File: src/rtl/ppp_pkg.sv
`timescale 1ns / 1ps
// ----------------------------------------------------------------------------
// ppp_pkg
// Shared types and constants of the pinhole point-to-pixel projector.
// ----------------------------------------------------------------------------
package ppp_pkg;

    localparam int BASE_WIDTH  = 640;
    localparam int BASE_HEIGHT = 480;

    localparam int COORD_W  = 32;
    localparam int CFG_W    = 20;
    localparam int RATIO_W  = 14;
    localparam int LIM_W    = 14;
    localparam int POS_W    = 13;
    localparam int IDX_W    = 3;

    localparam logic [RATIO_W-1:0] RATIO_MAX = RATIO_W'(8192);

    localparam logic [IDX_W-1:0] REG_FOCAL_X     = 3'd0;
    localparam logic [IDX_W-1:0] REG_FOCAL_Y     = 3'd1;
    localparam logic [IDX_W-1:0] REG_PRINCIPAL_X = 3'd2;
    localparam logic [IDX_W-1:0] REG_PRINCIPAL_Y = 3'd3;
    localparam logic [IDX_W-1:0] REG_SCALE_RATIO = 3'd4;

    localparam int DIV1_STEPS = 14;
    localparam int DIV2_STEPS = 13;
    localparam int PIPE_DEPTH = DIV1_STEPS + DIV2_STEPS + 4;

    typedef struct packed {
        logic signed [31:0] point_x;
        logic signed [31:0] point_y;
        logic signed [31:0] point_z;
        logic [23:0]        colour_word;
    } t_in;

    typedef struct packed {
        logic [10:0] pixel_col;
        logic [9:0]  pixel_row;
        logic [7:0]  red;
        logic [7:0]  green;
        logic [7:0]  blue;
        logic        depth_zero;
    } t_out;

    typedef struct packed {
        logic [CFG_W-1:0]   focal_x;
        logic [CFG_W-1:0]   focal_y;
        logic [CFG_W-1:0]   principal_x;
        logic [CFG_W-1:0]   principal_y;
        logic [RATIO_W-1:0] ratio;
        logic [LIM_W-1:0]   lim_w;
        logic [LIM_W-1:0]   lim_h;
    } t_cfg;

endpackage

File: src/rtl/ppp_cfg.sv
`timescale 1ns / 1ps
// ----------------------------------------------------------------------------
// ppp_cfg
// Camera registers, the clamped scale and the derived image size.
// ----------------------------------------------------------------------------
module ppp_cfg (
    input  logic                      i_clk,
    input  logic                      i_rst_n,
    input  logic                      i_cfg_we,
    input  logic [ppp_pkg::IDX_W-1:0] i_cfg_idx,
    input  logic [ppp_pkg::CFG_W-1:0] i_cfg_data,
    output ppp_pkg::t_cfg             o_cfg
);
    import ppp_pkg::*;

    logic [CFG_W-1:0]   r_fx, r_fy, r_cx, r_cy;
    logic [RATIO_W-1:0] r_ratio;
    logic [RATIO_W-1:0] n_ratio_sat;
    logic [27:0]        n_prod_w, n_prod_h;

    always_ff @(posedge i_clk) begin
        if (!i_rst_n) begin
            r_fx    <= CFG_W'(138040);
            r_fy    <= CFG_W'(138028);
            r_cx    <= CFG_W'(81167);
            r_cy    <= CFG_W'(59587);
            r_ratio <= RATIO_W'(4096);
        end else if (i_cfg_we) begin
            case (i_cfg_idx)
                REG_FOCAL_X:     r_fx    <= i_cfg_data;
                REG_FOCAL_Y:     r_fy    <= i_cfg_data;
                REG_PRINCIPAL_X: r_cx    <= i_cfg_data;
                REG_PRINCIPAL_Y: r_cy    <= i_cfg_data;
                REG_SCALE_RATIO: r_ratio <= i_cfg_data[RATIO_W-1:0];
                default: ;
            endcase
        end
    end

    assign n_ratio_sat = (r_ratio > RATIO_MAX) ? RATIO_MAX : r_ratio;
    assign n_prod_w    = 28'(BASE_WIDTH) * 28'(n_ratio_sat);
    assign n_prod_h    = 28'(BASE_HEIGHT) * 28'(n_ratio_sat);

    assign o_cfg.focal_x     = r_fx;
    assign o_cfg.focal_y     = r_fy;
    assign o_cfg.principal_x = r_cx;
    assign o_cfg.principal_y = r_cy;
    assign o_cfg.ratio       = n_ratio_sat;
    assign o_cfg.lim_w       = n_prod_w[12 +: LIM_W];
    assign o_cfg.lim_h       = n_prod_h[12 +: LIM_W];

endmodule

File: config.mk
export PLATFORM = sky130hd
export DESIGN_NAME = ppp_cfg
export DESIGN_NICKNAME = d
export VERILOG_FILES = /design/src/rtl/ppp_pkg.sv /design/src/rtl/ppp_cfg.sv
export SDC_FILE = /design/constraint.sdc
export NUM_CORES = 1
export LEC_CHECK = 0
export ABC_AREA = 1
export BUFFER_PORTS_ARGS = -buffer_cell sky130_fd_sc_hd__buf_2
export CAP_MARGIN = 10
export CORE_MARGIN = 3
export CORE_UTILIZATION = 30
export DETAILED_ROUTE_END_ITERATION = 16
export HOLD_SLACK_MARGIN = 0.15
export PLACE_DENSITY = 0.63
export SLEW_MARGIN = 5
export SYNTH_ARGS = -nofsm -noshare
export SYNTH_HDL_FRONTEND = slang
export SYNTH_SLANG_ARGS = --single-unit
File: constraint.sdc
create_clock -name i_clk -period 4.2 [get_ports i_clk]
set_clock_uncertainty 0.2 [all_clocks]
set_input_delay 0 -clock i_clk [delete_from_list [all_inputs] [get_ports i_clk]]
set_output_delay 0 -clock i_clk [all_outputs]
set_load 0.01 [all_outputs]
==> metrics.log, run 1 <==
[metrics] Internal Pwr Total: between 1.5 and 2 mW
[metrics] first drt pass iteration count: 4
[metrics] arrival time of the worst setup path: 3.80 ns
[metrics] leftover overflow at the end of global routing: 0
[metrics] count of cell types in the netlist: 33
[metrics] via count of the first global-routing pass: about 5,200
[metrics] count of warnings emitted by yosys: 0
[metrics] clock latency at the later pin of the worst-skew pair: between 0.3 and 0.4 ns
[metrics] reg-to-reg slack, setup: roughly 2.8 ns
[metrics] cts bufs inserted: 9
[metrics] biggest area contributors in the synthesized netlist: dfxtp_1 (34%), ha_1 (9.8%), nor2_1 (9.8%), nand2_1 (9.1%), o21ai_0 (6.4%)
[metrics] number of buffers inserted by port buffering: roughly 140
[metrics] number of antenna-violating nets in the routed design: 0
[metrics] maximum capacitance violations: 0
[metrics] layout overhead on the synthesized area: 32.8%
[metrics] class of the tightest hold or removal check: in2reg
[metrics] GRT Resource Usage Total: between 10% and 20%
[metrics] RR Endpoint: r_cx[16]
[metrics] CORE AREA: 17,500 um2
[metrics] fraction of the core area covered by cells at the end of the flow: 41.4%
[metrics] status: completed
[metrics] tightest slew margin relative to the limit: between 30% and 40%
[metrics] Die X: approximately 140 um
[metrics] Avg Vias per Cell: 4.63
[metrics] DRC marker count from the first detailed-route iteration: roughly 210
[metrics] maximum number of pins on one net before global-route repair: 63
[metrics] post-synthesis sequential area ratio: 34.4%
[metrics] Critical Path End Type: primary output
[metrics] worst vdd ir: 184 uV
[metrics] hold worst-path end: r_cx[10]
[metrics] cell count after synthesis: roughly 750
[metrics] required time of the worst setup path: around 4.0 ns
[metrics] Clock Pin Slew Worst Setup and Hold Paths: 0.07 ns
[metrics] Post-Place Setup Slack: roughly 0.17 ns
[metrics] # H-tree levels: 3
[metrics] height of the die: 141 um
[metrics] cell count of the worst reg-to-reg path: 3
[metrics] detail-routed net length per standard cell: 14.7 um
[metrics] count of standard-cell rows: 48
[metrics] Synth top cells by count: nor2_1 (142), nand2_1 (132), dfxtp_1 (94), inv_1 (74), o21ai_0 (70)
[metrics] most frequent cell after synthesis: nor2_1
[metrics] crit-path max FO: 7
[metrics] number of synthesized flops with an enable pin: 0
[metrics] top cell type by total area after synthesis: dfxtp_1
[metrics] first-pass GRT wire length: 26.8 mm
[metrics] startpoint type of the worst setup path: flip-flop
[metrics] relative contribution of combinational cells to total power: 20.6%
[metrics] final critical delay including setup and external delays: between 3 and 4 ns
[metrics] clock share of power: 35.6%
[metrics] Pwr Density: approximately 300 nW/um2
[metrics] fraction of registers with async set/reset: 0%
[metrics] clk root buf: clkbuf_16
[metrics] Synth Area per Inst: roughly 7.3 um2
[metrics] clock sink count: 94
[metrics] antenna violations before repair: 0
[metrics] slack of the critical path: between 0.2 and 0.25 ns
[metrics] Fin Setup TNS: 0 ns
[metrics] Die Area: slightly below 20,000 um2
[metrics] number of buffers on the longest clock path: 2
[metrics] depth of the worst hold-timing path: 8
[metrics] effective utilization at floorplan: between 30% and 40%
[metrics] number of top-level design ports: around 150
[metrics] clock tree from TritonCTS: built
[metrics] netlist area before placement: 5460 um2
[metrics] unrepaired setup endpoints after global routing: no
[metrics] final critical-path share of the clock period: ~95%
[metrics] remaining design rule violation count: 0
[metrics] Antenna diodes: 0
[metrics] Nets: around 1,000
[metrics] summed area of non-filler cells in the final layout: 7250 um2
[metrics] half-perimeter wire length after placement: roughly 12 mm
[metrics] overall routed net length: around 17 mm
[metrics] power share of the sequential group: ~44%
[metrics] NetSw: roughly 0.64 mW
[metrics] endpoints failing setup: 0
[metrics] Leakage: roughly 3.8 nW
[metrics] sw frac: between 20 and 30%
[metrics] Reg-to-Reg Start: r_cx[16]
[metrics] ratio of cells with drive above 1 in the final layout: between 20% and 30%
[metrics] post-placement cell area: 6430 um2
[metrics] Max Fclk: ~250 MHz
[metrics] count of pins over their slew limit: 0
[metrics] Most used DFF post-synth: dfxtp_1
[metrics] Seq cells post-synth: 94
[metrics] slew at the pin closest to its max-slew limit: 0.970 ns
[metrics] top-area cell type share of the netlist area: about a third
[metrics] number of vias in the routed layout: between 5,000 and 6,000
[metrics] launch point of the worst hold path: i_cfg_we
[metrics] total count of hold-check failures in the final report: 0
[metrics] critical path class: reg2out
[metrics] Placer Congestion: between 0.8 and 0.9
==> per-stage QoR <==
stage          hold WS (ns)  power [mW]  cells
2_1_floorplan       -0.0868        1.21    755
3_3_place_gp         0.0650        1.35   1101
3_5_place_dp         0.0768        1.36   1101
4_1_cts               0.166        2.14   1150
5_1_grt               0.278        2.26   1158
6_report              0.191        2.15   1158
==> layout by cell type (no fill, tap or decap), drive strengths merged <==
master       instances
buf                168
nor2               143
nand2              143
dfxtp               94
inv                 76
o21ai               71
nand3               47
ha                  43
a21oi               36
dlygate4sd3         30
xor2                17
fa                  17
clkbuf              10
conb                 5
nor3                 5
nand4                4
clkinv               4
o21bai               3
a21o                 3
a31oi                3
o211ai               2
clkinvlp             2
xnor2                2
or2                  1
o2111ai              1
a31o                 1
a2111oi              1
a21boi               1
==> sequential cells by signal, summed over array words and instances, names as in the netlist <==
register and flops:
r_cx 20, r_cy 20, r_fx 20, r_fy 20, r_ratio 14
==> cell families after synthesis <==
group	after synthesis	synth area share, %
simple gates	343	26.0
compound gates	122	12.2
buf+inv	112	8.18
flops	94	34.4
fa+ha+maj	60	16.1
xor+xnor	19	3.05
other cells	1	0.0686
==> final cells by class <==
class,count,area [um2]
inverters,76,288
repair buffers,198,1210
well taps,225,282
clock inverters,6,46.3
fillers,1836,10300
clock buffers,10,229
multi-input cells,549,3320
flip-flops and latches,94,1890
==> power by group through the flow <==
stage | clock network, mW | registers (mW) | logic (mW)
after detailed placement | 0 | 0.959 | 0.397
after CTS | 0.781 | 0.940 | 0.420
after global routing | 0.823 | 0.944 | 0.497
after floorplan | 0 | 0.971 | 0.234
after global placement | 0 | 0.958 | 0.393
final | 0.766 | 0.940 | 0.443
==> critical path: stages, from the launching register on <==
cell,delay [ns]
dfxtp_2,0.35
nor2_2,0.11
nand2_1,0.06
nor2_1,0.08
nand2_1,0.09
nand2_4,0.11
buf_4,0.13
buf_4,0.10
nand2_2,0.08
xnor2_2,0.24
nor2_1,0.06
a21oi_1,0.19
fa_1,0.44
inv_1,0.07
ha_1,0.26
nand2_1,0.13
o21ai_2,0.08
a21o_1,0.18
nand2_2,0.08
nand2_2,0.07
a21oi_2,0.17
buf_4,0.13
xnor2_1,0.09
buf_2,0.14
==> metal layers <==
layer | track usage [%] | share of wire (%)
met5 | 0 | 0
met4 | 5.51 | 1.5
met3 | 4.41 | 7.1
met2 | 27.4 | 47
met1 | 21.1 | 44
==> worst max-delay path by stage <==
| stage | startpoint | to | cells after the start |
|---|---|---|---|
| floorplan | r_ratio[3] | o_cfg[7] | 25 |
| global placement | r_ratio[1] | o_cfg[7] | 25 |
| detailed placement | r_ratio[1] | o_cfg[7] | 25 |
| CTS | r_ratio[1] | o_cfg[7] | 25 |
| global route | r_ratio[1] | o_cfg[3] | 23 |
| finish | r_ratio[1] | o_cfg[3] | 23 |
==> timing repair <==
| action | 4_1_cts | 5_1_grt |
|---|---|---|
| endpoints found under the setup margin | 6 | 10 |
| pin swaps | 2 | 9 |
| resized for setup | 9 | 42 |
| hold buffers | 30 | 0 |
| hold endpoints to repair | 94 | 0 |
| buffers inserted | 3 | 8 |
Power figures use the tool's default switching activity.
==> inputs of run 2 (changes only) <==
--- a/config.mk
+++ b/config.mk
@@ -8,6 +8,7 @@
 export ABC_AREA = 1
 export BUFFER_PORTS_ARGS = -buffer_cell sky130_fd_sc_hd__buf_2
 export CAP_MARGIN = 10
+export CORE_ASPECT_RATIO = 1.75
 export CORE_MARGIN = 3
 export CORE_UTILIZATION = 30
 export DETAILED_ROUTE_END_ITERATION = 16
==> metrics.log, run 2 (synthesized netlist as in run 1, its figures left out) <==
[metrics] status: completed
[metrics] launch point of the worst hold path: i_cfg_we
[metrics] endpoints failing setup: 0 (unchanged)
[metrics] Placer Congestion: 0.865 (+1.8%)
[metrics] number of vias in the routed layout: 5,475 (+2.2%)
[metrics] startpoint type of the worst setup path: flip-flop
[metrics] leftover overflow at the end of global routing: 0 (unchanged)
[metrics] post-placement cell area: 6450 um2 (+0.35%)
[metrics] RR Endpoint: r_cy[14]
[metrics] Die X: 108 um (-23%)
[metrics] Nets: 1,026 (+1.2%)
[metrics] slew at the pin closest to its max-slew limit: 1.01 ns (+0.0361 ns)
[metrics] hold worst-path end: r_fx[12]
[metrics] Max Fclk: 250 MHz (-0.15%)
[metrics] Clock Pin Slew Worst Setup and Hold Paths: 0.07 ns (about the same)
[metrics] tightest slew margin relative to the limit: 32.9% (-2.4 points)
[metrics] first-pass GRT wire length: 27.4 mm (+2.3%)
[metrics] Die Area: 19,900 um2 (+0.32%)
[metrics] half-perimeter wire length after placement: 13.4 mm (+7.8%)
[metrics] crit-path max FO: 5 (-2)
[metrics] clk root buf: clkbuf_16
[metrics] number of buffers inserted by port buffering: 142 (unchanged)
[metrics] effective utilization at floorplan: 30.9% (-0.28 points)
[metrics] maximum capacitance violations: 0 (unchanged)
[metrics] reg-to-reg slack, setup: 2.83 ns (+0.02 ns)
[metrics] antenna violations before repair: 0 (unchanged)
[metrics] count of standard-cell rows: 64 (+33%)
[metrics] remaining design rule violation count: 0 (unchanged)
[metrics] required time of the worst setup path: 4.00 ns (about the same)
[metrics] height of the die: 185 um (+31%)
[metrics] layout overhead on the synthesized area: 36.9%
[metrics] final hold slack: 0.164 ns (-0.0267 ns)
[metrics] # H-tree levels: 3 (unchanged)
[metrics] count of pins over their slew limit: 0 (unchanged)
[metrics] total count of hold-check failures in the final report: 0 (unchanged)
[metrics] detail-routed net length per standard cell: 15.3 um (+4.7%)
[metrics] placed instance count: 1,109 (+0.73%)
[metrics] clock latency at the later pin of the worst-skew pair: 0.34 ns (about the same)
[metrics] slack of the critical path: 0.195 ns (-0.00588 ns)
[metrics] worst vdd ir: 237 uV (+29%)
[metrics] ratio of cells with drive above 1 in the final layout: 29.5% (+3.3 points)
[metrics] GRT Resource Usage Total: 17.7% (+1.0 points)
[metrics] clock tree from TritonCTS: built
[metrics] leading cell types in the layout, fill and taps excluded: buf_2 (142), nor2_1 (133), nand2_1 (122)
[metrics] final critical-path share of the clock period: 95.4% (+0.14 points)
[metrics] DRC marker count from the first detailed-route iteration: 250 (+21%)
[metrics] final critical delay including setup and external delays: 4.01 ns (+0.00587 ns)
[metrics] first drt pass iteration count: 5 (+1)
[metrics] number of buffers on the longest clock path: 2 (unchanged)
[metrics] critical path class: reg2out
[metrics] number of antenna-violating nets in the routed design: 0 (unchanged)
[metrics] Post-Place Setup Slack: 0.0630 ns (-0.104 ns)
[metrics] cell count of the worst reg-to-reg path: 3 (unchanged)
[metrics] Finished Layout Cells: 1,176 (+1.6%)
[metrics] via count of the first global-routing pass: 5,329 (+3.2%)
[metrics] most common cell after layout, fill and taps aside: buf_2
[metrics] Critical Path End Type: primary output
[metrics] number of top-level design ports: 148 (unchanged)
[metrics] summed area of non-filler cells in the final layout: 7480 um2 (+3.1%)
[metrics] CORE AREA: 17,700 um2 (+0.91%)
[metrics] arrival time of the worst setup path: 3.81 ns (about the same)
[metrics] depth of the worst hold-timing path: 7 (-1)
[metrics] class of the tightest hold or removal check: in2reg
[metrics] cts bufs inserted: 9 (unchanged)
[metrics] clock sink count: 94 (unchanged)
[metrics] Leakage: 3.90 nW (+2.2%)
[metrics] startpoint of the most critical setup path: r_ratio[0]
[metrics] overall routed net length: 18.0 mm (+6.3%)
[metrics] Avg Vias per Cell: 4.66 (+0.66%)
[metrics] maximum number of pins on one net before global-route repair: 67 (+6.3%)
[metrics] Antenna diodes: 0 (unchanged)
[metrics] Pwr Density: 290 nW/um2 (-2.3%)
[metrics] Reg-to-Reg Start: r_cy[14]
==> run 2: final cells by class <==
type                            count  area [um2]
Clock buffer                        9         225
Clock inverter                      7        50.0
Fill cell                        1817       10200
Inverter                           76         288
Multi-Input combinational cell    549        3420
Sequential cell                    94        1900
Tap cell                          231         289
Timing Repair Buffer              210        1310
==> run 2: repair_timing <==
item / CTS / global route
setup buffers: 9 / 11
cloned: 0 / 0
hold endpoints to repair: 94 / 0
pin swaps: 4 / 25
gates resized for setup: 13 / 72
setup endpoints to repair: 7 / 10
hold buffers: 31 / 0
==> run 2: power by group <==
group	switching [mW]	leakage, nW	internal (mW)
logic	0.276	3.00	0.190
registers	0.0173	0.771	0.923
clock network	0.357	0.128	0.402
==> run 2: worst max path at each step <==
stage | end | slack [ns] | cells after the start
after global placement | o_cfg[7] | 0.18 | 25
final | o_cfg[7] | 0.19 | 25
after global routing | o_cfg[7] | -0.07 | 25
after detailed placement | o_cfg[7] | 0.06 | 25
after CTS | o_cfg[7] | -0.007 | 25
after floorplan | o_cfg[7] | 0.40 | 25
==> run 2: layer usage <==
metal	vias to the layer above	part of all wire [%]	GRT usage, %
met1	2489	37	19.0
met5	-	0	0
li1	2769	-	-
met4	0	5.9	10.3
met2	164	53	32.3
met3	53	4.3	2.52
==> run 2: metrics by stage <==
step	utilization [%]	power (mW)	TNS, ns
2_1_floorplan	-	1.21	0
3_3_place_gp	36.4	1.35	0
3_5_place_dp	36.4	1.36	0
4_1_cts	40.3	2.15	-0.00674
5_1_grt	42.2	2.29	-0.191
6_report	42.2	2.17	0
==> run 2: worst max-delay path: stages (launching register included) <==
cell and delay [ns]:
dfxtp_2 0.33, nor2_4 0.10, nand2_1 0.05, nor2_1 0.11, nand2_1 0.10, nand2_4 0.11, inv_4 0.06, nor2_4 0.09
nand2_2 0.06, inv_2 0.08, nor3_1 0.06, ha_2 0.18, or2_2 0.30, inv_2 0.06, fa_1 0.40, inv_2 0.09
ha_4 0.21, a21oi_2 0.15, o21ai_2 0.08, a21o_1 0.19, nand2_2 0.10, nand2_4 0.06, a21oi_4 0.15, o21ai_2 0.07
xor2_1 0.14, buf_2 0.14
==> inputs of run 3 (changes only) <==
--- a/config.mk
+++ b/config.mk
@@ -6,14 +6,14 @@
 export NUM_CORES = 1
 export LEC_CHECK = 0
 export ABC_AREA = 1
-export BUFFER_PORTS_ARGS = -buffer_cell sky130_fd_sc_hd__buf_2
 export CAP_MARGIN = 10
 export CORE_ASPECT_RATIO = 1.75
 export CORE_MARGIN = 3
 export CORE_UTILIZATION = 30
 export DETAILED_ROUTE_END_ITERATION = 16
+export DONT_BUFFER_PORTS = 1
 export HOLD_SLACK_MARGIN = 0.15
-export PLACE_DENSITY = 0.63
+export PLACE_DENSITY = 0.56
 export SLEW_MARGIN = 5
 export SYNTH_ARGS = -nofsm -noshare
 export SYNTH_HDL_FRONTEND = slang
==> metrics.log, run 3 (synthesized netlist as in run 1, its figures left out) <==
[metrics] number of buffers on the longest clock path: 2 (unchanged)
[metrics] effective utilization at floorplan: 30.9% (unchanged)
[metrics] leftover overflow at the end of global routing: 0 (unchanged)
[metrics] first-pass GRT wire length: 27.6 mm (+0.43%)
[metrics] startpoint type of the worst setup path: flip-flop
[metrics] summed area of non-filler cells in the final layout: 6920 um2 (-7.5%)
[metrics] Fin Setup TNS: 0 ns (unchanged)
[metrics] cts bufs inserted: 9 (unchanged)
[metrics] overall routed net length: 18.3 mm (+1.4%)
[metrics] required time of the worst setup path: 4.00 ns (about the same)
[metrics] Post-Place Setup Slack: 0.0906 ns (+0.0276 ns)
[metrics] via count of the first global-routing pass: 4,949 (-7.1%)
[metrics] critical path class: reg2out
[metrics] clock tree from TritonCTS: built
[metrics] post-placement cell area: 5790 um2 (-10%)
[metrics] Pwr Density: 316 nW/um2 (+9.3%)
[metrics] antenna violations before repair: 1 (+1)
[metrics] DRC marker count from the first detailed-route iteration: 233 (-6.8%)
[metrics] Reg-to-Reg Start: r_cx[16]
[metrics] Clock Pin Slew Worst Setup and Hold Paths: 0.06 ns (about the same)
[metrics] half-perimeter wire length after placement: 13.3 mm (-0.45%)
[metrics] count of pins over their slew limit: 0 (unchanged)
[metrics] first drt pass iteration count: 4 (-1)
[metrics] Placer Congestion: 0.843 (-2.5%)
[metrics] height of the die: 185 um (unchanged)
[metrics] tightest slew margin relative to the limit: 46.6% (+14 points)
[metrics] Finished Layout Cells: 1,051 (-11%)
[metrics] total design power: 2.19 mW (+1.1%)
[metrics] area occupied by registers: 1890 um2 (-0.53%)
[metrics] worst vdd ir: 257 uV (+8.5%)
[metrics] fraction of the core area covered by cells at the end of the flow: 39.1% (-3.2 points)
[metrics] # H-tree levels: 3 (unchanged)
[metrics] clock sink count: 94 (unchanged)
[metrics] most common cell after layout, fill and taps aside: nor2_1
[metrics] clk root buf: clkbuf_16
[metrics] Die X: 108 um (unchanged)
[metrics] Max Fclk: 248 MHz (-0.69%)
[metrics] class of the tightest hold or removal check: in2reg
[metrics] remaining design rule violation count: 0 (unchanged)
[metrics] Nets: 900 (-12%)
[metrics] slack of the critical path: 0.167 ns (-0.0279 ns)
[metrics] final critical delay including setup and external delays: 4.03 ns (+0.0279 ns)
[metrics] Leakage: 3.31 nW (-15%)
[metrics] placed instance count: 974 (-12%)
[metrics] count of standard-cell rows: 64 (unchanged)
[metrics] arrival time of the worst setup path: 3.83 ns (+0.02 ns)
[metrics] leading cell types in the layout, fill and taps excluded: nor2_1 (132), nand2_1 (121), dfxtp_1 (89)
[metrics] ratio of cells with drive above 1 in the final layout: 14.5% (-15 points)
[metrics] number of buffers inserted by port buffering: 0 (-100%)
[metrics] Filler cells: 1,853 (+2.0%)
[metrics] multi-input logic area: 3360 um2 (-1.6%)
[metrics] Avg Vias per Cell: 4.81 (+3.4%)
[metrics] number of top-level design ports: 148 (unchanged)
[metrics] maximum capacitance violations: 0 (unchanged)
[metrics] layout overhead on the synthesized area: 26.6%
[metrics] endpoints failing setup: 0 (unchanged)
[metrics] CORE AREA: 17,700 um2 (unchanged)
[metrics] unrepaired setup endpoints after global routing: yes
[metrics] status: completed
[metrics] startpoint of the most critical setup path: r_ratio[1]
[metrics] number of vias in the routed layout: 5,057 (-7.6%)
[metrics] Die Area: 19,900 um2 (unchanged)
[metrics] launch point of the worst hold path: i_cfg_idx[2]
[metrics] GRT Resource Usage Total: 18.1% (+0.46 points)
[metrics] slew at the pin closest to its max-slew limit: 0.800 ns (-0.206 ns)
[metrics] crit-path max FO: 5 (unchanged)
[metrics] final critical-path share of the clock period: 96.0% (+0.66 points)
[metrics] clock latency at the later pin of the worst-skew pair: 0.34 ns (about the same)
[metrics] final hold slack: 0.161 ns (-0.00355 ns)
[metrics] detail-routed net length per standard cell: 17.4 um (+13%)
[metrics] total count of hold-check failures in the final report: 0 (unchanged)
[metrics] Critical Path End Type: primary output
[metrics] maximum number of pins on one net before global-route repair: 95 (+42%)
[metrics] number of antenna-violating nets in the routed design: 0 (unchanged)
==> run 3: worst paths after layout <==
check / endpoint / slack (ns) / cells past startpoint
worst max-delay path: o_cfg[5] / 0.17 / 17
worst min-delay path: r_ratio[0] / 0.16 / 2
worst max register to register: r_cx[16] / 2.78 / 3
worst min register to register: r_ratio[11] / 0.31 / 2
==> run 3: timing repair <==
action / CTS / global route
resized for setup: 14 / 50
hold buffers: 53 / 0
pin swaps: 4 / 10
endpoints found under the setup margin: 7 / 9
buffers inserted: 6 / 0
cloned: 1 / 0
hold endpoints to repair: 94 / 0
==> run 3: worst max-delay path, stage by stage, from the launching register on <==
cell and delay (ns):
dfxtp_2 0.34, nor2_2 0.10, nand2_1 0.07, nor2_2 0.10, nand2_2 0.10, nand2_4 0.14
nand2_2 0.15, fa_1 0.53, fa_1 0.51, inv_1 0.07, ha_4 0.29, nand2_1 0.08
nor2_2 0.17, nand4_1 0.13, o211ai_1 0.20, buf_4 0.16, buf_4 0.10, xor2_1 0.24
==> run 3: where the power goes <==
part / total (mW) / switching [mW] / leakage (nW) / internal (mW)
Clock: 0.834 / 0.353 / 0.146 / 0.481
Sequential: 0.962 / 0.0385 / 0.768 / 0.923
Combinational: 0.393 / 0.238 / 2.39 / 0.155
==> run 3: final cells by class <==
class,count,share of cell area [%]
Multi-Input combinational cell,550,48.6
Clock inverter,6,0.977
Tap cell,231,4.18
Clock buffer,10,3.46
Antenna cell,1,0.0362
Sequential cell,94,27.3
Inverter,76,4.20
Timing Repair Buffer,83,11.2
==> run 3: layer usage <==
metal	global-route usage, %	vias up	wire length (um)
met5	0	-	0
met4	7.08	0	650
met3	4.38	35	1040
met2	35.1	153	10100
met1	18.1	2337	6510
li1	-	2532	-
